$ cat config.mk
export PLATFORM = sky130hd
export DESIGN_NAME = bmmhq_ctrl
export DESIGN_NICKNAME = d
export VERILOG_FILES = /design/src/hw/rtl/bmmhq_pkg.sv /design/src/hw/rtl/bmmhq_ctrl.sv
export SDC_FILE = /design/constraint.sdc
export NUM_CORES = 1
export LEC_CHECK = 0
export BUFFER_PORTS_ARGS = -buffer_cell sky130_fd_sc_hd__clkbuf_2
export CAP_MARGIN = 20
export CORE_MARGIN = 2
export CORE_UTILIZATION = 45
export CTS_BUF_LIST = sky130_fd_sc_hd__clkbuf_4
export DETAILED_ROUTE_END_ITERATION = 10
export SYNTH_ARGS = -nofsm -noshare
export SYNTH_HDL_FRONTEND = slang
export SYNTH_SLANG_ARGS = --single-unit
$ cat constraint.sdc
create_clock -name aclk -period 11.65 [get_ports aclk]
set_clock_uncertainty 0.05 [all_clocks]
set_input_delay 0 -clock aclk [delete_from_list [all_inputs] [get_ports aclk]]
set_output_delay 0 -clock aclk [all_outputs]
set_load 0.05 [all_outputs]
$ cat src/hw/rtl/bmmhq_pkg.sv
`timescale 1ns / 1ps
package bmmhq_pkg;

    localparam int DEPTH  = 256;
    localparam int IDX_W  = 8;
    localparam int CNT_W  = 9;
    localparam int PRIO_W = 32;

    localparam logic [CNT_W-1:0] CAP_RESET = 9'd256;
    localparam logic             OP_PUSH   = 1'b0;
    localparam logic             OP_POP    = 1'b1;

    typedef struct packed {
        logic [PRIO_W-1:0] prio;
        logic [IDX_W-1:0]  hdl;
    } entry_t;

    typedef enum logic [1:0] {
        ST_ADDED   = 2'd0,
        ST_REJECT  = 2'd1,
        ST_REMOVED = 2'd2,
        ST_INVALID = 2'd3
    } status_t;

    typedef struct packed {
        logic              we;
        logic [IDX_W-1:0]  waddr;
        entry_t            wdata;
        logic [IDX_W-1:0]  raddr;
    } mem_req_t;

    typedef struct packed {
        status_t           status;
        logic [IDX_W-1:0]  hdl;
        logic              ev;
        logic [PRIO_W-1:0] evp;
        logic [IDX_W-1:0]  evh;
        logic [CNT_W-1:0]  cnt;
    } result_t;

    typedef enum logic [4:0] {
        S_IDLE, S_ROOT, S_POS, S_LAST, S_APP_RD, S_WR1, S_WR2, S_SCAN,
        S_SD_START, S_SD_CHILD, S_SD_GCHK, S_SD_GRAND, S_SD_EXIT,
        S_SU_START, S_SU_X, S_SU_P, S_SU_G, S_SU_GC, S_DONE
    } state_t;

    // min level ordering when inv is 0, max level ordering when inv is 1
    function automatic logic before_f(logic [PRIO_W-1:0] a, logic [PRIO_W-1:0] b,
                                      logic inv);
        return (a < b) != inv;
    endfunction

    function automatic logic max_level_f(logic [IDX_W-1:0] i);
        logic [IDX_W:0] n;
        logic           lvl;
        n   = {1'b0, i} + {{IDX_W{1'b0}}, 1'b1};
        lvl = 1'b0;
        for (int b = 0; b <= IDX_W; b++) begin
            if (n[b]) lvl = b[0];
        end
        return lvl;
    endfunction

endpackage

$ cat src/hw/rtl/bmmhq_ctrl.sv
`timescale 1ns / 1ps
module bmmhq_ctrl (
    input  logic                                aclk,
    input  logic                                aresetn,
    input  logic                                in_valid,
    output logic                                in_ready,
    input  logic                                in_op,
    input  logic [bmmhq_pkg::PRIO_W-1:0]        in_prio,
    input  logic [bmmhq_pkg::IDX_W-1:0]         in_pos,
    input  logic [bmmhq_pkg::CNT_W-1:0]         cap,
    input  bmmhq_pkg::entry_t                   rd,
    output bmmhq_pkg::mem_req_t                 mem_req,
    input  logic                                out_free,
    output logic                                done,
    output bmmhq_pkg::result_t                  result
);

    bmmhq_pkg::state_t state_reg, state_next, ret_reg, ret_next;
    logic [8:0]  count_reg, count_next;
    logic        op_reg, op_next, inv_reg, inv_next;
    logic [31:0] prio_reg, prio_next;
    logic [7:0]  pos_reg, pos_next, i_reg, i_next, bidx_reg, bidx_next;
    logic [7:0]  base_reg, base_next, wa1_reg, wa1_next, wa2_reg, wa2_next;
    logic [2:0]  n_reg, n_next, k_reg, k_next;
    bmmhq_pkg::entry_t cur_reg, cur_next, rem_reg, rem_next, best_reg, best_next;
    bmmhq_pkg::entry_t wd1_reg, wd1_next, wd2_reg, wd2_next;
    bmmhq_pkg::status_t status_reg, status_next;
    logic [7:0]  hdl_reg, hdl_next, evh_reg, evh_next;
    logic        ev_reg, ev_next;
    logic [31:0] evp_reg, evp_next;

    logic [8:0]  cap_eff, count_m1;
    logic [10:0] cnt11, lc, lg, dc, dg;
    logic [8:0]  par9, gp9;
    logic [7:0]  par, gpm1;
    logic        better;

    always_comb begin
        cap_eff  = (cap == 9'd0) ? 9'd1 : ((cap > 9'd256) ? 9'd256 : cap);
        count_m1 = count_reg - 9'd1;
        cnt11    = {2'b00, count_reg};
        lc       = {2'b00, i_reg, 1'b1};
        lg       = {1'b0, i_reg, 2'b11};
        dc       = cnt11 - lc;
        dg       = cnt11 - lg;
        par9     = (({1'b0, i_reg} + 9'd1) >> 1) - 9'd1;
        par      = par9[7:0];
        gp9      = ({1'b0, i_reg} + 9'd1) >> 2;
        gpm1     = gp9[7:0] - 8'd1;
        better   = bmmhq_pkg::before_f(best_reg.prio, cur_reg.prio, inv_reg);
    end

    always_comb begin
        state_next = state_reg;
        unique case (state_reg)
            bmmhq_pkg::S_IDLE: begin
                if (in_valid) begin
                    if (in_op == bmmhq_pkg::OP_PUSH)
                        state_next = (count_reg >= cap_eff) ? bmmhq_pkg::S_ROOT
                                                            : bmmhq_pkg::S_APP_RD;
                    else
                        state_next = ({1'b0, in_pos} >= count_reg) ? bmmhq_pkg::S_DONE
                                                                   : bmmhq_pkg::S_POS;
                end
            end
            bmmhq_pkg::S_ROOT:
                state_next = (prio_reg < rd.prio) ? bmmhq_pkg::S_DONE : bmmhq_pkg::S_LAST;
            bmmhq_pkg::S_POS:    state_next = bmmhq_pkg::S_LAST;
            bmmhq_pkg::S_LAST:   state_next = bmmhq_pkg::S_WR1;
            bmmhq_pkg::S_APP_RD: state_next = bmmhq_pkg::S_WR1;
            bmmhq_pkg::S_WR1:    state_next = bmmhq_pkg::S_WR2;
            bmmhq_pkg::S_WR2:    state_next = ret_reg;
            bmmhq_pkg::S_SCAN:   if (k_reg == n_reg) state_next = ret_reg;
            bmmhq_pkg::S_SD_START:
                state_next = (lc >= cnt11) ? bmmhq_pkg::S_SD_EXIT : bmmhq_pkg::S_SCAN;
            bmmhq_pkg::S_SD_CHILD:
                state_next = better ? bmmhq_pkg::S_WR1 : bmmhq_pkg::S_SD_GCHK;
            bmmhq_pkg::S_SD_GCHK:
                state_next = (lg >= cnt11) ? bmmhq_pkg::S_SD_EXIT : bmmhq_pkg::S_SCAN;
            bmmhq_pkg::S_SD_GRAND:
                state_next = better ? bmmhq_pkg::S_WR1 : bmmhq_pkg::S_SD_EXIT;
            bmmhq_pkg::S_SD_EXIT:
                state_next = (op_reg == bmmhq_pkg::OP_PUSH) ? bmmhq_pkg::S_WR1
                                                            : bmmhq_pkg::S_SU_START;
            bmmhq_pkg::S_SU_START: state_next = bmmhq_pkg::S_SU_X;
            bmmhq_pkg::S_SU_X:
                state_next = (i_reg != 8'd0) ? bmmhq_pkg::S_SU_P : bmmhq_pkg::S_SU_G;
            bmmhq_pkg::S_SU_P:
                state_next = ((cur_reg.prio > rd.prio) != inv_reg) ? bmmhq_pkg::S_WR1
                                                                   : bmmhq_pkg::S_SU_G;
            bmmhq_pkg::S_SU_G:
                state_next = (gp9 != 9'd0) ? bmmhq_pkg::S_SU_GC : bmmhq_pkg::S_DONE;
            bmmhq_pkg::S_SU_GC:
                state_next = bmmhq_pkg::before_f(cur_reg.prio, rd.prio, inv_reg)
                             ? bmmhq_pkg::S_WR1 : bmmhq_pkg::S_DONE;
            bmmhq_pkg::S_DONE:   if (out_free) state_next = bmmhq_pkg::S_IDLE;
            default:             state_next = bmmhq_pkg::S_IDLE;
        endcase
    end

    always_comb begin
        ret_next    = ret_reg;
        count_next  = count_reg;
        op_next     = op_reg;
        inv_next    = inv_reg;
        prio_next   = prio_reg;
        pos_next    = pos_reg;
        i_next      = i_reg;
        bidx_next   = bidx_reg;
        base_next   = base_reg;
        wa1_next    = wa1_reg;
        wa2_next    = wa2_reg;
        n_next      = n_reg;
        k_next      = k_reg;
        cur_next    = cur_reg;
        rem_next    = rem_reg;
        best_next   = best_reg;
        wd1_next    = wd1_reg;
        wd2_next    = wd2_reg;
        status_next = status_reg;
        hdl_next    = hdl_reg;
        ev_next     = ev_reg;
        evp_next    = evp_reg;
        evh_next    = evh_reg;
        mem_req     = '0;
        in_ready    = 1'b0;
        done        = 1'b0;
        case (state_reg)
            bmmhq_pkg::S_IDLE: begin
                in_ready = 1'b1;
                if (in_valid) begin
                    op_next     = in_op;
                    prio_next   = in_prio;
                    pos_next    = in_pos;
                    hdl_next    = 8'd0;
                    ev_next     = 1'b0;
                    evp_next    = 32'd0;
                    evh_next    = 8'd0;
                    status_next = bmmhq_pkg::ST_INVALID;
                    if (in_op == bmmhq_pkg::OP_PUSH)
                        mem_req.raddr = (count_reg >= cap_eff) ? 8'd0 : count_reg[7:0];
                    else
                        mem_req.raddr = in_pos;
                end
            end
            bmmhq_pkg::S_ROOT: begin
                if (prio_reg < rd.prio) begin
                    status_next = bmmhq_pkg::ST_REJECT;
                end else begin
                    ev_next       = 1'b1;
                    evp_next      = rd.prio;
                    evh_next      = rd.hdl;
                    rem_next      = rd;
                    pos_next      = 8'd0;
                    mem_req.raddr = count_m1[7:0];
                end
            end
            bmmhq_pkg::S_POS: begin
                rem_next      = rd;
                hdl_next      = rd.hdl;
                mem_req.raddr = count_m1[7:0];
            end
            bmmhq_pkg::S_LAST: begin
                // move the last entry into the hole, removed entry to the tail
                wa1_next   = pos_reg;
                wd1_next   = rd;
                wa2_next   = count_m1[7:0];
                wd2_next   = rem_reg;
                count_next = count_m1;
                cur_next   = rd;
                i_next     = pos_reg;
                if (op_reg == bmmhq_pkg::OP_PUSH) begin
                    inv_next = 1'b0;
                    ret_next = bmmhq_pkg::S_SD_START;
                end else begin
                    inv_next    = bmmhq_pkg::max_level_f(pos_reg);
                    status_next = bmmhq_pkg::ST_REMOVED;
                    ret_next    = ({1'b0, pos_reg} < count_m1) ? bmmhq_pkg::S_SD_START
                                                               : bmmhq_pkg::S_DONE;
                end
            end
            bmmhq_pkg::S_APP_RD: begin
                status_next = bmmhq_pkg::ST_ADDED;
                hdl_next    = rd.hdl;
                wa1_next    = count_reg[7:0];
                wa2_next    = count_reg[7:0];
                wd1_next    = '{prio: prio_reg, hdl: rd.hdl};
                wd2_next    = '{prio: prio_reg, hdl: rd.hdl};
                i_next      = count_reg[7:0];
                count_next  = count_reg + 9'd1;
                ret_next    = bmmhq_pkg::S_SU_START;
            end
            bmmhq_pkg::S_WR1: begin
                mem_req.we    = 1'b1;
                mem_req.waddr = wa1_reg;
                mem_req.wdata = wd1_reg;
            end
            bmmhq_pkg::S_WR2: begin
                mem_req.we    = 1'b1;
                mem_req.waddr = wa2_reg;
                mem_req.wdata = wd2_reg;
            end
            bmmhq_pkg::S_SCAN: begin
                // issue one read a cycle, fold the previous one into best
                mem_req.raddr = base_reg + {5'd0, k_reg};
                if (k_reg != 3'd0) begin
                    if (k_reg == 3'd1 ||
                        bmmhq_pkg::before_f(rd.prio, best_reg.prio, inv_reg)) begin
                        best_next = rd;
                        bidx_next = base_reg + {5'd0, k_reg} - 8'd1;
                    end
                end
                k_next = k_reg + 3'd1;
            end
            bmmhq_pkg::S_SD_START: begin
                base_next = lc[7:0];
                n_next    = (dc >= 11'd2) ? 3'd2 : dc[2:0];
                k_next    = 3'd0;
                ret_next  = bmmhq_pkg::S_SD_CHILD;
            end
            bmmhq_pkg::S_SD_CHILD: begin
                if (better) begin
                    wa1_next = i_reg;
                    wd1_next = best_reg;
                    wa2_next = bidx_reg;
                    wd2_next = cur_reg;
                    cur_next = best_reg;
                    ret_next = bmmhq_pkg::S_SD_GCHK;
                end
            end
            bmmhq_pkg::S_SD_GCHK: begin
                base_next = lg[7:0];
                n_next    = (dg >= 11'd4) ? 3'd4 : dg[2:0];
                k_next    = 3'd0;
                ret_next  = bmmhq_pkg::S_SD_GRAND;
            end
            bmmhq_pkg::S_SD_GRAND: begin
                if (better) begin
                    wa1_next = i_reg;
                    wd1_next = best_reg;
                    wa2_next = bidx_reg;
                    wd2_next = cur_reg;
                    i_next   = bidx_reg;
                    ret_next = bmmhq_pkg::S_SD_START;
                end
            end
            bmmhq_pkg::S_SD_EXIT: begin
                if (op_reg == bmmhq_pkg::OP_PUSH) begin
                    status_next = bmmhq_pkg::ST_ADDED;
                    hdl_next    = evh_reg;
                    wa1_next    = count_reg[7:0];
                    wa2_next    = count_reg[7:0];
                    wd1_next    = '{prio: prio_reg, hdl: evh_reg};
                    wd2_next    = '{prio: prio_reg, hdl: evh_reg};
                    i_next      = count_reg[7:0];
                    count_next  = count_reg + 9'd1;
                    ret_next    = bmmhq_pkg::S_SU_START;
                end else begin
                    i_next = pos_reg;
                end
            end
            bmmhq_pkg::S_SU_START: begin
                mem_req.raddr = i_reg;
            end
            bmmhq_pkg::S_SU_X: begin
                cur_next      = rd;
                inv_next      = bmmhq_pkg::max_level_f(i_reg);
                mem_req.raddr = par;
            end
            bmmhq_pkg::S_SU_P: begin
                if ((cur_reg.prio > rd.prio) != inv_reg) begin
                    wa1_next = i_reg;
                    wd1_next = rd;
                    wa2_next = par;
                    wd2_next = cur_reg;
                    i_next   = par;
                    inv_next = !inv_reg;
                    ret_next = bmmhq_pkg::S_SU_G;
                end
            end
            bmmhq_pkg::S_SU_G: begin
                mem_req.raddr = gpm1;
            end
            bmmhq_pkg::S_SU_GC: begin
                if (bmmhq_pkg::before_f(cur_reg.prio, rd.prio, inv_reg)) begin
                    wa1_next = i_reg;
                    wd1_next = rd;
                    wa2_next = gpm1;
                    wd2_next = cur_reg;
                    i_next   = gpm1;
                    ret_next = bmmhq_pkg::S_SU_G;
                end
            end
            bmmhq_pkg::S_DONE: begin
                done = out_free;
            end
            default: ;
        endcase
    end

    always_comb begin
        result.status = status_reg;
        result.hdl    = hdl_reg;
        result.ev     = ev_reg;
        result.evp    = evp_reg;
        result.evh    = evh_reg;
        result.cnt    = count_reg;
    end

    always_ff @(posedge aclk) begin
        if (!aresetn) begin
            state_reg <= bmmhq_pkg::S_IDLE;
            count_reg <= 9'd0;
        end else begin
            state_reg <= state_next;
            count_reg <= count_next;
        end
    end

    always_ff @(posedge aclk) begin
        ret_reg    <= ret_next;
        op_reg     <= op_next;
        inv_reg    <= inv_next;
        prio_reg   <= prio_next;
        pos_reg    <= pos_next;
        i_reg      <= i_next;
        bidx_reg   <= bidx_next;
        base_reg   <= base_next;
        wa1_reg    <= wa1_next;
        wa2_reg    <= wa2_next;
        n_reg      <= n_next;
        k_reg      <= k_next;
        cur_reg    <= cur_next;
        rem_reg    <= rem_next;
        best_reg   <= best_next;
        wd1_reg    <= wd1_next;
        wd2_reg    <= wd2_next;
        status_reg <= status_next;
        hdl_reg    <= hdl_next;
        ev_reg     <= ev_next;
        evp_reg    <= evp_next;
        evh_reg    <= evh_next;
    end

endmodule

==> impl_metrics.csv <==
group,metric,value,unit
outcome,status,"finished clean",
setup_path,cp_slowest_cell,"a2111oi_0",
synthesis,async_flop_share,0,%
setup_path,start_kind,"primary input",
synthesis,postSynthAreaPerCell,11.15,um^2
setup_path,cp_num_buf_inv,6,
setup_path,path_max_fanout,66,
floorplanning,num_rows,78,
floorplanning,ios,213,
synthesis,synth_ff_type,"edfxtp_1",
timing,final-setup-viol-count,0,
setup_path,slowest_delay,880,ps
route,routedWlPerCell,23.01,um
timing,tightestPinTransition,1088,ps
cts,cts_htree_levels,3,
synthesis,synthCells,1854,
final_layout,num-nets-final,2577,
route,drcViolationCount,0,
synthesis,synth_top_area_share,49.85,%
global_route,grt_pass1_wl,103.3,mm
route,drt_iter0_drc,1672,
cts,cts.clk_slew.worst_paths,60,ps
synthesis,synth.area.top_cells,"edfxtp_1 50%, ha_1 11%, a221o_1 3.6%",
global_route,grt_pass1_vias,17690,
synthesis,syn_area,0.02066,mm^2
route,ant_nets,0,
setup_path,cp-end-kind,"flop",
final_layout,utilization,56.51,%
power,peakVddDrop,146.7,uV
synthesis,synth_nets,2130,
cts,cts_sinks,357,
synthesis,yosysWarningCount,0,
floorplanning,start_util,45.53,%
synthesis,yosysSeqAreaShare,51.20,%
timing,fin_crit,5043,ps
route,viasPerCell,5.845,
setup_path,path_cells,"dlygate4sd3_1 -> dlygate4sd3_1 -> clkbuf_2 -> inv_1 -> ha_1 -> nor2b_1 -> o211ai_1 -> a2111oi_0 -> o31a_1 -> o21ai_0 -> a221oi_2 -> a31oi_1 -> a2111oi_4 -> buf_4 -> buf_4",
global_route,overflow,0,
cts,clockRootBuffer,"clkbuf_4",
placed_design,io_buffers,212,
synthesis,netlist_top_cells_count,"343 x edfxtp_1, 180 x ha_1, 155 x nand2_1",
floorplanning,die_w,218.3,um
floorplanning,core,0.04538,mm^2
power,power.static_leakage,10.54,nW
timing,max-slew-margin-rel,26.48,%
cts,cts_buffer_depth,3,
setup_path,setup.worst_path.class,"primary input to flop",
synthesis,synth.most_common_cell,"edfxtp_1",
timing,holdWs,61.98,ps
setup_path,critical_path_arrival,5450,ps
synthesis,synth_edf_count,343,
final_layout,area_growth,24.11,%
global_route,grtUsageTotal,28.72,%
route,drtPass1Iterations,5,
timing,drv_slew,0,
min_path,hold_class,"primary input to flop",
timing,fin_crit_sh,43.28,%
cts,ctsResizeCount,0,
route,vias,17400,
placed_design,place_congestion,0.9672,
setup_path,cp_top_family,"buffers and inverters",
floorplanning,die-area,0.04765,mm^2
timing,rsz0062_at_grt,"false",
global_route,grt_max_degree,72,
synthesis,ys_ff_latch,357,
synthesis,yosysUniqueCellTypes,81,
cts,cts_tree,"yes",
timing,hold_violations,0,
job,cap_violations,0,
cts,cts_setup_buffers,0,
synthesis,synth_top_cell_by_area,"edfxtp_1",
placed_design,hpwl,45.12,mm
setup_path,required,12050,ps
power,powerDensity,228.7,mW/mm^2
cts,cts_buffers,99,
global_route,antenna_found_initial,2,
cts,clkLatencyLatePin,860,ps
timing,fmax,0.1983,GHz
final_layout,drive_gt1_share,18.41,%
route,routed_wl,68.49,mm
floorplanning,die_y,218.3,um
timing,setup_tns,0,ps
metrics by stage:
stage	power, mW	instances	setup WS [ps]	instance area [um^2]
5_1_grt	6.165	2976	6412	25650
2_1_floorplan	3.835	1854	2977	20660
6_report	5.866	2976	6607	25650
4_1_cts	5.843	2972	6575	25610
3_5_place_dp	4.616	2608	6776	22430
3_3_place_gp	4.590	2608	6915	22430
placed cells by master (no fill, tap or decap), types with 10 or more instances in the layout:
cell type,synthesis,layout
ha_1,180,180
a21oi_1,99,99
edfxtp_1,343,343
clkbuf_4,1,140
o21ai_0,84,84
a21o_1,26,26
o221ai_1,14,14
and2_1,53,53
clkbuf_2,0,212
xor2_1,19,19
dfxtp_1,14,14
a22oi_1,13,13
inv_1,133,132
dlygate4sd3_1,0,190
a221o_1,74,74
nand3_1,38,37
nand2_1,155,154
o21a_1,10,10
buf_4,1,24
a31oi_1,19,19
clkinv_1,5,27
xnor2_1,39,39
and3_1,25,25
a22o_1,66,66
nand2b_1,19,18
nor3_1,25,22
a221oi_1,10,10
nor2_1,112,108
a211o_1,10,10
nand4_1,31,31
mux2_2,10,10
routing by layer:
| layer | vias up | track usage (%) | routed length [um] |
|---|---|---|---|
| li1 | 8069 | - | - |
| met1 | 8402 | 38.39 | 29700 |
| met2 | 781 | 46.13 | 31780 |
| met3 | 144 | 5.066 | 4844 |
| met4 | 0 | 11.97 | 2167 |
| met5 | - | 0 | 0 |
path summary, 6_finish.rpt:
path | from | end | slack, ps | depth (start not counted)
max | rd[9] | wa1_reg[3]$_DFFE_PP_ | 6610 | 15
min | rd[22] | wd1_reg[22]$_DFFE_PP_ | 60 | 3
max reg2reg | cur_reg[9]$_DFFE_PP_ | wa1_reg[3]$_DFFE_PP_ | 6700 | 11
min reg2reg | cur_reg[7]$_DFFE_PP_ | wd2_reg[7]$_DFFE_PP_ | 490 | 1
logic make-up (layout without fill, tap and decap cells):
logic type,count (synthesis),in the layout,synth area share (%)
AOI/OAI and AO/OA,512,512,18.21
adders and majority gates,183,183,11.14
xor gates and xnor gates,59,59,2.537
buffers and inverters,221,741,4.111
other,0,2,0
DFF,357,357,51.20
muxes,14,14,0.7387
and+or+nand+nor,508,508,12.06
cell type report:
class	instances	area (um^2)
fillers	3903	19740
clock buffers	139	1044
inverters	139	521.8
repair buffers	428	3178
diodes	2	5.005
clock inverters	35	229.0
multi-input cells	1276	9338
well taps	600	750.7
flip-flops and latches	357	10580
worst register-to-register path, stage by stage (launching register included):
cell and delay [ps]:
edfxtp_1 430, ha_1 320, nor2b_1 130, o211ai_1 160, a2111oi_0 880, o31a_1 280
o21ai_0 170, a221oi_2 290, a31oi_1 150, a2111oi_4 380, buf_4 450, buf_4 760
what timing repair did:
action,CTS,global route
hold buffers,190,0
hold endpoints to repair,285,0
endpoints found under the setup margin,0,0
where the power goes:
group / internal (mW) / switching [mW] / leakage (nW)
Sequential: 1.89 / 0.229 / 3.28
Combinational: 0.801 / 1.78 / 6.50
Clock: 0.616 / 0.551 / 0.756
(Power assumes the default switching activity.)
